## src/hw/rtl/tpsp_pkg.sv

```systemverilog
// Trim path segment planner: shared widths, register indexes and op codes.
// No dependencies; used by tpsp_mul and the top level.
package tpsp_pkg;

  localparam int LEN_W  = 20;   // contour length, Q12.8
  localparam int FRAC_W = 17;   // trim fractions, Q0.16 with room for 1.0
  localparam int OFF_W  = 16;   // used part of the offset
  localparam int DIST_W = 25;   // segment distances, Q17.8
  localparam int OUT_CI_W = 4;  // contour index as presented on the port
  localparam int ADDR_W = 5;
  localparam int DATA_W = 32;

  localparam logic [DIST_W-1:0] DIST_MAX = {DIST_W{1'b1}};
  localparam logic [FRAC_W-1:0] FRAC_ONE = 17'h10000;

  localparam logic [2:0] REG_TRIM_START  = 3'd0;
  localparam logic [2:0] REG_TRIM_END    = 3'd1;
  localparam logic [2:0] REG_TRIM_OFFSET = 3'd2;
  localparam logic [2:0] REG_TRIM_MODE   = 3'd3;
  localparam logic [2:0] REG_CLOSE_ALL   = 3'd4;

  localparam logic [1:0] OP_CLEAR = 2'd0;
  localparam logic [1:0] OP_ADD   = 2'd1;
  localparam logic [1:0] OP_RUN   = 2'd2;

  localparam logic MODE_SEQ = 1'b0;

endpackage

```

## src/hw/rtl/tpsp_ram.sv

```systemverilog
// Generic single-write, single-read RAM with registered read data.
// No dependencies.
module tpsp_ram #(
  parameter int WIDTH = 8,
  parameter int DEPTH = 16,
  parameter int AW    = $clog2(DEPTH)
) (
  input  logic             clk,
  input  logic             we,
  input  logic [AW-1:0]    waddr,
  input  logic [WIDTH-1:0] wdata,
  input  logic [AW-1:0]    raddr,
  output logic [WIDTH-1:0] rdata
);

  logic [WIDTH-1:0] mem_r [DEPTH];

  always_ff @(posedge clk) begin
    if (we) begin
      mem_r[waddr] <= wdata;
    end
    rdata <= mem_r[raddr];
  end

endmodule

```

## src/hw/rtl/tpsp_mul.sv

```systemverilog
// Shared scaling unit: length times (fraction + offset fraction), Q.8 result.
// Depends on tpsp_pkg; the product is registered.
module tpsp_mul #(
  parameter int A_W = 25
) (
  input  logic                       clk,
  input  logic [A_W-1:0]             a,
  input  logic [tpsp_pkg::FRAC_W-1:0] frac,
  input  logic [tpsp_pkg::OFF_W-1:0]  off,
  output logic [A_W+1:0]             q
);

  localparam int F_W = tpsp_pkg::FRAC_W + 1;

  logic [F_W-1:0]     f;
  logic [A_W+F_W-1:0] prod_r;

  assign f = F_W'(frac) + F_W'(off);

  always_ff @(posedge clk) begin
    prod_r <= (A_W+F_W)'(a) * (A_W+F_W)'(f);
  end

  // floor(prod / 65536)
  assign q = prod_r[A_W+F_W-1:16];

endmodule

```

## src/hw/rtl/trim_path_segment_planner_top.sv

```systemverilog
// Trim path segment planner top level: APB register file, contour store,
// sequencer around the shared scaling unit, segment plan RAM, result register.
// Depends on tpsp_pkg, tpsp_mul and tpsp_ram.
//
// Clear and add are handled in idle. A sequential run sums the contour
// lengths (one per cycle), scales start and end through the one shared
// multiplier, then swaps and wraps them, then walks the contours one per
// cycle until the window is used up or the plan is full, writing each segment
// to the plan RAM. Synchronized mode scales, swaps and wraps per contour with
// that contour's length and writes one segment per wrap. Results then leave
// one at a time (plan RAM read, load, transfer, held while out_stall is high);
// the block takes no new item until the last result of a run is transferred.
module trim_path_segment_planner_top #(
  parameter int MAX_CONTOURS = 16,
  parameter int MAX_SEGMENTS = 33
) (
  input  logic                          clk,
  input  logic                          rst_n,
  input  logic                          in_valid,
  output logic                          in_stall,
  input  logic [1:0]                    in_op,
  input  logic [tpsp_pkg::LEN_W-1:0]    in_contour_length,
  input  logic                          in_contour_closed,
  output logic                          out_valid,
  input  logic                          out_stall,
  output logic                          out_has_segment,
  output logic [tpsp_pkg::OUT_CI_W-1:0] out_contour_index,
  output logic [tpsp_pkg::DIST_W-1:0]   out_segment_start,
  output logic [tpsp_pkg::DIST_W-1:0]   out_segment_end,
  output logic                          out_start_new,
  output logic                          out_close_after,
  output logic                          out_last,
  input  logic                          psel,
  input  logic                          penable,
  input  logic                          pwrite,
  input  logic [tpsp_pkg::ADDR_W-1:0]   paddr,
  input  logic [tpsp_pkg::DATA_W-1:0]   pwdata,
  output logic [tpsp_pkg::DATA_W-1:0]   prdata,
  output logic                          pready
);

  localparam int LEN_W  = tpsp_pkg::LEN_W;
  localparam int DIST_W = tpsp_pkg::DIST_W;
  localparam int FRAC_W = tpsp_pkg::FRAC_W;
  localparam int CI_W   = (MAX_CONTOURS > 1) ? $clog2(MAX_CONTOURS) : 1;
  localparam int CNT_W  = $clog2(MAX_CONTOURS + 1);
  localparam int TOT_W  = LEN_W + CNT_W;
  localparam int SW     = (TOT_W + 4 > DIST_W + 2) ? TOT_W + 4 : DIST_W + 2;
  localparam int PC_W   = $clog2(MAX_SEGMENTS + 1);
  localparam int PA_W   = $clog2(MAX_SEGMENTS);
  localparam int PW     = CI_W + 2 * DIST_W + 3;

  localparam logic [3:0] ST_IDLE   = 4'd0;
  localparam logic [3:0] ST_SUM    = 4'd1;
  localparam logic [3:0] ST_M0     = 4'd2;
  localparam logic [3:0] ST_M1     = 4'd3;
  localparam logic [3:0] ST_M2     = 4'd4;
  localparam logic [3:0] ST_SWAP   = 4'd5;
  localparam logic [3:0] ST_WRAP   = 4'd6;
  localparam logic [3:0] ST_WALK   = 4'd7;
  localparam logic [3:0] ST_YLD    = 4'd8;
  localparam logic [3:0] ST_YREC   = 4'd9;
  localparam logic [3:0] ST_ORD    = 4'd10;
  localparam logic [3:0] ST_OLD    = 4'd11;
  localparam logic [3:0] ST_OEMPTY = 4'd12;
  localparam logic [3:0] ST_OWAIT  = 4'd13;

  // configuration
  logic [FRAC_W-1:0] trim_start_r, trim_end_r;
  logic [31:0]       trim_offset_r;
  logic              trim_mode_r, close_all_r;
  logic              cfg_we;

  assign pready = 1'b1;
  assign cfg_we = psel && penable && pwrite && pready;

  always_ff @(posedge clk) begin
    if (!rst_n) begin
      trim_start_r  <= '0;
      trim_end_r    <= tpsp_pkg::FRAC_ONE;
      trim_offset_r <= '0;
      trim_mode_r   <= 1'b0;
      close_all_r   <= 1'b0;
    end else if (cfg_we) begin
      unique case (paddr[4:2])
        tpsp_pkg::REG_TRIM_START:  trim_start_r  <= pwdata[FRAC_W-1:0];
        tpsp_pkg::REG_TRIM_END:    trim_end_r    <= pwdata[FRAC_W-1:0];
        tpsp_pkg::REG_TRIM_OFFSET: trim_offset_r <= pwdata;
        tpsp_pkg::REG_TRIM_MODE:   trim_mode_r   <= pwdata[0];
        tpsp_pkg::REG_CLOSE_ALL:   close_all_r   <= pwdata[0];
        default: ;
      endcase
    end
  end

  always_comb begin
    unique case (paddr[4:2])
      tpsp_pkg::REG_TRIM_START:  prdata = 32'(trim_start_r);
      tpsp_pkg::REG_TRIM_END:    prdata = 32'(trim_end_r);
      tpsp_pkg::REG_TRIM_OFFSET: prdata = trim_offset_r;
      tpsp_pkg::REG_TRIM_MODE:   prdata = 32'(trim_mode_r);
      tpsp_pkg::REG_CLOSE_ALL:   prdata = 32'(close_all_r);
      default:                   prdata = '0;
    endcase
  end

  // sequencer registers
  logic [3:0]        state_r, state_nxt;
  logic [CNT_W-1:0]  count_r, count_nxt;
  logic [CNT_W-1:0]  ci_r, ci_nxt;
  logic [TOT_W-1:0]  total_r, total_nxt;
  logic signed [SW-1:0] s_r, s_nxt, e_r, e_nxt;
  logic              nw_r, nw_nxt;
  logic [PC_W-1:0]   pcnt_r, pcnt_nxt;
  logic [PC_W-1:0]   k_r, k_nxt;
  logic [CI_W-1:0]   prev_ci_r, prev_ci_nxt;

  logic              out_valid_r, out_valid_nxt;
  logic              out_has_r, out_has_nxt;
  logic [tpsp_pkg::OUT_CI_W-1:0] out_ci_r, out_ci_nxt;
  logic [DIST_W-1:0] out_s_r, out_s_nxt, out_e_r, out_e_nxt;
  logic              out_new_r, out_new_nxt;
  logic              out_cl_r, out_cl_nxt;
  logic              out_last_r, out_last_nxt;

  // contour store
  logic [LEN_W-1:0] len_mem_r [MAX_CONTOURS];
  logic             closed_mem_r [MAX_CONTOURS];
  logic             add_we;
  logic [LEN_W-1:0] len_cur;
  logic             closed_cur;
  logic signed [SW-1:0] lenx, totx;

  assign add_we = (state_r == ST_IDLE) && in_valid && (in_op == tpsp_pkg::OP_ADD) &&
                  (count_r < CNT_W'(MAX_CONTOURS));

  always_ff @(posedge clk) begin
    if (add_we) begin
      len_mem_r[count_r[CI_W-1:0]]    <= in_contour_length;
      closed_mem_r[count_r[CI_W-1:0]] <= in_contour_closed;
    end
  end

  assign len_cur    = len_mem_r[ci_r[CI_W-1:0]];
  assign closed_cur = closed_mem_r[ci_r[CI_W-1:0]];
  assign lenx       = $signed(SW'(len_cur));
  assign totx       = $signed(SW'(total_r));

  // shared scaling unit
  logic [TOT_W-1:0]  mul_a;
  logic [FRAC_W-1:0] mul_f;
  logic [TOT_W+1:0]  mul_q;

  assign mul_a = (trim_mode_r == tpsp_pkg::MODE_SEQ) ? total_r : TOT_W'(len_cur);
  assign mul_f = (state_r == ST_M1) ? trim_end_r : trim_start_r;

  tpsp_mul #(.A_W(TOT_W)) u_mul (
    .clk  (clk),
    .a    (mul_a),
    .frac (mul_f),
    .off  (trim_offset_r[tpsp_pkg::OFF_W-1:0]),
    .q    (mul_q)
  );

  // segment plan
  logic            plan_we;
  logic [PA_W-1:0] plan_waddr, plan_raddr;
  logic [PW-1:0]   plan_wdata, plan_rdata;
  logic            rec_close, rec_new;
  logic [PC_W-1:0] rd_idx;

  function automatic logic [DIST_W-1:0] sat_dist(input logic signed [SW-1:0] v);
    if (v < 0) begin
      return '0;
    end else if (v > $signed(SW'(tpsp_pkg::DIST_MAX))) begin
      return tpsp_pkg::DIST_MAX;
    end else begin
      return v[DIST_W-1:0];
    end
  endfunction

  assign plan_waddr = pcnt_r[PA_W-1:0];
  assign plan_wdata = {ci_r[CI_W-1:0], sat_dist(s_r), sat_dist(e_r),
                       rec_close, closed_cur, rec_new};
  assign rd_idx     = (trim_mode_r != tpsp_pkg::MODE_SEQ || k_r == '0) ? k_r : pcnt_r - k_r;
  assign plan_raddr = rd_idx[PA_W-1:0];

  tpsp_ram #(.WIDTH(PW), .DEPTH(MAX_SEGMENTS)) u_plan (
    .clk   (clk),
    .we    (plan_we),
    .waddr (plan_waddr),
    .wdata (plan_wdata),
    .raddr (plan_raddr),
    .rdata (plan_rdata)
  );

  logic [CI_W-1:0] rd_ci;
  logic            rd_close, rd_cclosed, rd_new;
  logic            plan_full, closing_sync, more;
  logic [3:0]      out_start_state;

  assign rd_ci      = plan_rdata[PW-1 -: CI_W];
  assign rd_close   = plan_rdata[2];
  assign rd_cclosed = plan_rdata[1];
  assign rd_new     = plan_rdata[0];
  assign plan_full  = (pcnt_r == PC_W'(MAX_SEGMENTS));
  assign closing_sync = (trim_start_r == '0 && trim_end_r == tpsp_pkg::FRAC_ONE && closed_cur)
                        || close_all_r;
  assign more = (e_r > lenx);
  assign out_start_state = (pcnt_r == '0) ? ST_OEMPTY : ST_ORD;

  always_comb begin
    state_nxt     = state_r;
    count_nxt     = count_r;
    ci_nxt        = ci_r;
    total_nxt     = total_r;
    s_nxt         = s_r;
    e_nxt         = e_r;
    nw_nxt        = nw_r;
    pcnt_nxt      = pcnt_r;
    k_nxt         = k_r;
    prev_ci_nxt   = prev_ci_r;
    out_valid_nxt = out_valid_r;
    out_has_nxt   = out_has_r;
    out_ci_nxt    = out_ci_r;
    out_s_nxt     = out_s_r;
    out_e_nxt     = out_e_r;
    out_new_nxt   = out_new_r;
    out_cl_nxt    = out_cl_r;
    out_last_nxt  = out_last_r;
    plan_we       = 1'b0;
    rec_close     = 1'b0;
    rec_new       = 1'b0;

    unique case (state_r)
      ST_IDLE: begin
        if (in_valid) begin
          unique case (in_op)
            tpsp_pkg::OP_CLEAR: count_nxt = '0;
            tpsp_pkg::OP_ADD: begin
              if (add_we) count_nxt = count_r + 1'b1;
            end
            tpsp_pkg::OP_RUN: begin
              pcnt_nxt  = '0;
              ci_nxt    = '0;
              total_nxt = '0;
              state_nxt = (trim_mode_r == tpsp_pkg::MODE_SEQ) ? ST_SUM : ST_YLD;
            end
            default: ;
          endcase
        end
      end
      ST_SUM: begin
        if (ci_r == count_r) begin
          state_nxt = ST_M0;
        end else begin
          total_nxt = total_r + TOT_W'(len_cur);
          ci_nxt    = ci_r + 1'b1;
        end
      end
      ST_M0: state_nxt = ST_M1;
      ST_M1: begin
        s_nxt     = $signed(SW'(mul_q));
        state_nxt = ST_M2;
      end
      ST_M2: begin
        e_nxt     = $signed(SW'(mul_q));
        state_nxt = ST_SWAP;
      end
      ST_SWAP: begin
        if (e_r < s_r) begin
          s_nxt = e_r;
          e_nxt = s_r;
        end
        state_nxt = ST_WRAP;
      end
      ST_WRAP: begin
        nw_nxt = 1'b1;
        if (trim_mode_r == tpsp_pkg::MODE_SEQ) begin
          ci_nxt = '0;
          if (s_r > totx) begin
            s_nxt = s_r - totx;
            e_nxt = e_r - totx;
          end
          state_nxt = ST_WALK;
        end else begin
          if (s_r >= lenx) begin
            s_nxt = s_r - lenx;
            e_nxt = e_r - lenx;
          end
          state_nxt = ST_YREC;
        end
      end
      ST_WALK: begin
        if (e_r <= 0 || plan_full) begin
          k_nxt     = '0;
          state_nxt = out_start_state;
        end else begin
          if (s_r < lenx) begin
            rec_close = (s_r == 0 && e_r >= lenx && closed_cur) || close_all_r;
            plan_we   = 1'b1;
            pcnt_nxt  = pcnt_r + 1'b1;
            e_nxt     = e_r - lenx;
            s_nxt     = '0;
          end else begin
            s_nxt = s_r - lenx;
            e_nxt = e_r - lenx;
          end
          ci_nxt = (ci_r + 1'b1 == count_r) ? '0 : ci_r + 1'b1;
        end
      end
      ST_YLD: begin
        if (ci_r == count_r) begin
          k_nxt     = '0;
          state_nxt = out_start_state;
        end else begin
          state_nxt = ST_M0;
        end
      end
      ST_YREC: begin
        if (plan_full) begin
          k_nxt     = '0;
          state_nxt = out_start_state;
        end else begin
          rec_close = closing_sync && !more;
          rec_new   = nw_r;
          plan_we   = 1'b1;
          pcnt_nxt  = pcnt_r + 1'b1;
          if (more) begin
            s_nxt  = '0;
            e_nxt  = e_r - lenx;
            nw_nxt = !closed_cur;
          end else begin
            ci_nxt    = ci_r + 1'b1;
            state_nxt = ST_YLD;
          end
        end
      end
      ST_ORD: state_nxt = ST_OLD;
      ST_OLD: begin
        out_valid_nxt = 1'b1;
        out_has_nxt   = 1'b1;
        out_ci_nxt    = tpsp_pkg::OUT_CI_W'(rd_ci);
        out_s_nxt     = plan_rdata[PW-CI_W-1 -: DIST_W];
        out_e_nxt     = plan_rdata[PW-CI_W-DIST_W-1 -: DIST_W];
        out_cl_nxt    = rd_close;
        // sequential emission order 0, then p-1 down to 1 (p = plan count): join only same closed contour
        out_new_nxt   = (trim_mode_r != tpsp_pkg::MODE_SEQ) ? rd_new :
                        (k_r == '0 || rd_ci != prev_ci_r || !rd_cclosed);
        out_last_nxt  = (k_r + 1'b1 == pcnt_r);
        prev_ci_nxt   = rd_ci;
        state_nxt     = ST_OWAIT;
      end
      ST_OEMPTY: begin
        out_valid_nxt = 1'b1;
        out_has_nxt   = 1'b0;
        out_ci_nxt    = '0;
        out_s_nxt     = '0;
        out_e_nxt     = '0;
        out_new_nxt   = 1'b0;
        out_cl_nxt    = 1'b0;
        out_last_nxt  = 1'b1;
        state_nxt     = ST_OWAIT;
      end
      ST_OWAIT: begin
        if (!out_stall) begin
          out_valid_nxt = 1'b0;
          if (out_last_r) begin
            state_nxt = ST_IDLE;
          end else begin
            k_nxt     = k_r + 1'b1;
            state_nxt = ST_ORD;
          end
        end
      end
      default: state_nxt = ST_IDLE;
    endcase
  end

  always_ff @(posedge clk) begin
    if (!rst_n) begin
      state_r     <= ST_IDLE;
      count_r     <= '0;
      pcnt_r      <= '0;
      k_r         <= '0;
      out_valid_r <= 1'b0;
    end else begin
      state_r     <= state_nxt;
      count_r     <= count_nxt;
      pcnt_r      <= pcnt_nxt;
      k_r         <= k_nxt;
      out_valid_r <= out_valid_nxt;
    end
  end

  always_ff @(posedge clk) begin
    ci_r       <= ci_nxt;
    total_r    <= total_nxt;
    s_r        <= s_nxt;
    e_r        <= e_nxt;
    nw_r       <= nw_nxt;
    prev_ci_r  <= prev_ci_nxt;
    out_has_r  <= out_has_nxt;
    out_ci_r   <= out_ci_nxt;
    out_s_r    <= out_s_nxt;
    out_e_r    <= out_e_nxt;
    out_new_r  <= out_new_nxt;
    out_cl_r   <= out_cl_nxt;
    out_last_r <= out_last_nxt;
  end

  assign in_stall          = (state_r != ST_IDLE);
  assign out_valid         = out_valid_r;
  assign out_has_segment   = out_has_r;
  assign out_contour_index = out_ci_r;
  assign out_segment_start = out_s_r;
  assign out_segment_end   = out_e_r;
  assign out_start_new     = out_new_r;
  assign out_close_after   = out_cl_r;
  assign out_last          = out_last_r;

  // checks
  a_no_accept_while_result: assert property (@(posedge clk) disable iff (!rst_n)
    out_valid |-> in_stall)
    else $error("input taken while a result is pending");

  a_idle_after_last: assert property (@(posedge clk) disable iff (!rst_n)
    (out_valid && !out_stall && out_last) |=> !in_stall)
    else $error("block not idle after last transfer");

  a_plan_bound: assert property (@(posedge clk) disable iff (!rst_n)
    pcnt_r <= PC_W'(MAX_SEGMENTS))
    else $error("plan count beyond capacity");

  a_count_bound: assert property (@(posedge clk) disable iff (!rst_n)
    count_r <= CNT_W'(MAX_CONTOURS))
    else $error("contour count beyond capacity");

endmodule
```

## config.mk

```make
export PLATFORM = sky130hd
export DESIGN_NAME = trim_path_segment_planner_top
export DESIGN_NICKNAME = d
export VERILOG_FILES = /design/src/hw/rtl/tpsp_pkg.sv /design/src/hw/rtl/tpsp_ram.sv /design/src/hw/rtl/tpsp_mul.sv /design/src/hw/rtl/trim_path_segment_planner_top.sv
export SDC_FILE = /design/constraint.sdc
export NUM_CORES = 2
export LEC_CHECK = 0
export ABC_AREA = 1
export CORE_ASPECT_RATIO = 0.6
export CORE_UTILIZATION = 58
export CTS_BUF_LIST = sky130_fd_sc_hd__clkbuf_8 sky130_fd_sc_hd__clkbuf_16
export DETAILED_ROUTE_END_ITERATION = 7
export DONT_BUFFER_PORTS = 1
export HOLD_SLACK_MARGIN = 0.12
export PLACE_DENSITY = 0.85
export SLEW_MARGIN = 20
export SYNTH_ARGS = -nofsm -noshare
export SYNTH_HDL_FRONTEND = slang
export SYNTH_SLANG_ARGS = --single-unit
```

## constraint.sdc

```tcl
create_clock -name clk -period 7.2 [get_ports clk]
set_clock_uncertainty 0.15 [all_clocks]
set_input_delay 1.8 -clock clk [delete_from_list [all_inputs] [get_ports clk]]
set_output_delay 1.8 -clock clk [all_outputs]
set_load 0.02 [all_outputs]
```

==> flow_metrics.py <==
metrics = {
    "outcome": {
        "status": "complete, but fails checks",
        "violations": "DRC, setup timing",
    },
    "cts": {
        "insertion_delay_ns": 0.92,
        "cts_root_buf": "clkbuf_16",
        "cts_htree_levels": 4,
        "cts_buffers": 227,
        "cts_tree": "built",
        "path_clk_slew_ns": 0.07,
        "clockBufferDepth": 4,
        "cts.sinks": 2546,
        "hold_buffers": 0,
    },
    "yosys": {
        "synth_area_sq_mm": 0.132,
        "synth_cell_types": 56,
        "yosys_warnings": 0,
        "synth-main-ff-cell": "edfxtp_1",
        "synth-async-reset-ratio_pct": 0,
        "netlist_instances": 13900,
        "synth_area_per_cell_sq_um": 9.51,
        "yosysSeqAreaShare_pct": 56.4,
        "syn_nets": 14600,
        "ys_seq_elements": 2546,
        "synth-edff-count": 2368,
    },
    "global_routing": {
        "grt_pass1_wl_mm": 634,
        "antenna_found_initial": 19,
        "grt_max_degree": 143,
        "grt_use_total_pct": 37.6,
        "overflow": 0,
        "grt_pass1_vias": 99000,
    },
    "place": {
        "pre_cts_ws_ns": -0.979,
        "place_hpwl_mm": 274,
        "placed_area_sq_mm": 0.140,
        "gp_congestion": 1.08,
        "post-place-cells": 17000,
        "io_buffers": 0,
    },
    "cells_and_area": {
        "drive_gt1_share_pct": 10.5,
        "nets": 15000,
        "seq_area_sq_mm": 0.0747,
        "multiInputGateArea_sq_mm": 0.0468,
        "area_growth_pct": 13.1,
        "instances_no_fill": 17500,
        "stdcell_area_sq_mm": 0.150,
        "fillers": 16200,
    },
    "critical_path": {
        "critPathKind": "register to register",
        "crit_path_max_fanout": 18,
        "cp_slowest_cell": "fa_1",
        "arrival_ns": 8.43,
        "end_kind": "register",
        "r2r_cells": 39,
        "critical_path.max_stage_delay_ns": 0.52,
        "start_kind": "register",
        "crit_path_frequent_cell": "fa_1",
        "required_ns": 7.87,
    },
    "timing": {
        "clock.fmax_ghz": 0.129,
        "fin_crit_sh_pct": 108,
        "tightest_slew_ns": 1.41,
        "period_needed_ns": 7.76,
        "finalHoldViolCount": 0,
        "rsz0062_at_grt": "yes",
        "drv_slew": 0,
        "setup_ws_ns": -0.560,
        "relSlewSlack_pct": 5.01,
        "setup_viol": 27,
    },
    "power_and_ir_drop": {
        "ir_drop_v": 0.000752,
        "p_per_area_mw_per_mm2": 427,
        "p_leak_nw": 64.1,
    },
    "floorplan": {
        "core_sq_mm": 0.226,
        "ios": 160,
        "dieArea_sq_mm": 0.230,
        "die_y_microns": 372,
        "fp.dieW_microns": 619,
        "row_count": 135,
        "start_util_pct": 58.5,
    },
    "routing": {
        "wl_per_cell_microns": 25.4,
        "vias": 106000,
        "ant_nets": 0,
        "vias_per_cell": 6.06,
        "routed_wl_mm": 444,
        "drt_iter0_markers": 19200,
        "firstDrtPassIters": 8,
        "drc": 1,
    },
    "hold_path": {
        "hold_depth": 0,
        "hold_path_class": "register to register",
    },
    "job": {
        "maxCapViolCount": 0,
    },
}
==> critical path: cells and delay by family (launching register included) <==
kind | cells | cell delay [ns]
DFF | 1 | 0.32
xor gates and xnor gates | 1 | 0.17
AOI/OAI and AO/OA | 5 | 0.67
and+or+nand+nor | 11 | 1.10
adders and majority gates | 8 | 3.65
buffers and inverters | 14 | 1.56
==> synthesized netlist by cell type (all sizes together), types with 2 or more instances <==
master	count	area share, %
nand2	2869	8.2
inv	2724	7.7
edfxtp	2368	54
nand3	2291	8.7
nor2	868	2.5
o21ai	499	1.9
buf	417	1.6
fa	373	5.6
a21oi	300	1.1
ha	283	2.7
clkbuf	216	0.61
dfxtp	178	2.7
nand4	79	0.37
o221ai	65	0.43
xor2	63	0.42
nor3	52	0.20
o211ai	49	0.28
o2111ai	28	0.19
xnor2	28	0.19
or2	26	0.12
o22ai	20	0.094
a21boi	18	0.10
a21o	18	0.10
nor4	17	0.080
o21bai	17	0.096
nand3b	14	0.079
o21a	14	0.079
a31oi	6	0.028
a211oi	4	0.023
a221oi	3	0.020
clkinv	3	0.0085
a22oi	2	0.011
and3	2	0.0094
o221a	2	0.017
o31ai	2	0.011
==> path summary, 6_finish.rpt <==
path,to,startpoint,slack (ns)
setup / recovery,u_mul.prod_r[42],state_r[3],-0.56
hold / removal,prev_ci_r[3],u_plan.rdata[56],0.28
setup reg to reg,u_mul.prod_r[42],state_r[3],-0.56
hold reg to reg,prev_ci_r[3],u_plan.rdata[56],0.28
==> per-stage QoR <==
stage                     setup TNS (ns)  util (%)  total power [mW]  hold slack (ns)
after floorplan                   -13.71         -              38.5            0.258
after global placement            -19.90      61.8              49.0            0.263
after detailed placement          -23.09      61.8              49.7            0.266
after CTS                          -8.28      65.7              62.4            0.282
after global routing              -17.83      66.2              66.5            0.297
final                             -12.07      66.2              64.0            0.284
==> area by class of cell <==
class	instances	area share [%]
Antenna cell	4	0.00668
Clock buffer	239	3.91
Clock inverter	179	0.996
Inverter	2727	6.87
Multi-Input combinational cell	8019	31.2
Sequential cell	2546	49.9
Tap cell	3014	2.52
Timing Repair Buffer	733	4.63
==> registers in the layout, summed over array words and instances (netlist names), 27 cells and up, named ones only <==
register / flops
u_plan.rdata: 57
trim_offset_r: 32
u_plan.mem_r: 1881
s_r: 29
len_mem_r: 320
u_mul.prod_r: 27
e_r: 29
==> per-layer routing <==
metal	global-route usage, %	vias up	routed length, microns
met5	0.351	-	328
met2	49.1	8858	172000
met3	16.7	1409	84100
met1	54.3	49400	168000
li1	-	46100	-
met4	14.7	24	20100
==> layout by cell type, fill, tap and decap left out, types with 31 or more instances in the layout <==
cell type / Yosys / final
o21ai_2: 22 / 36
dfxtp_1: 178 / 173
nand4_1: 79 / 79
clkinv_2: 0 / 44
buf_12: 0 / 95
inv_2: 12 / 37
nor2_4: 0 / 64
nor3_1: 51 / 42
nand2_1: 2861 / 2790
o211ai_1: 49 / 49
a21oi_1: 300 / 261
nand3_1: 2287 / 2279
ha_1: 283 / 249
clkinv_1: 3 / 38
o21ai_0: 468 / 421
nor2_1: 864 / 761
o21ai_1: 9 / 31
inv_1: 2712 / 2716
o221ai_1: 65 / 65
edfxtp_1: 2368 / 2368
fa_1: 373 / 365
buf_6: 1 / 33
nor2_2: 4 / 43
buf_4: 3 / 596
nand2_2: 6 / 52
xor2_1: 62 / 62
clkbuf_16: 0 / 229
==> power by group <==
group	switching, mW	leakage, nW	internal, mW
clock network	5.69	3.74	6.65
logic	24.7	37.6	9.50
registers	0.348	22.8	17.0
==> logic make-up (layout without fill, tap and decap cells) <==
family                     count (synthesis)  count (layout)  share of synthesized area, %
and+or+nand+nor                         6219            6219                          20.2
xor gates and xnor gates                  91              91                         0.608
other                                      1               5                       0.00283
buffers and inverters                   3360            3878                          9.91
AOI/OAI and AO/OA                       1052            1052                          4.60
adders and majority gates                656             656                          8.31
DFF                                     2546            2546                          56.4
==> what timing repair did <==
item | 4_1_cts | 5_1_grt
cloned | 2 | 1
buffers inserted | 39 | 39
gates resized for setup | 288 | 198
pin swaps | 92 | 128
setup endpoints to repair | 27 | 27
(Power assumes the default switching activity.)
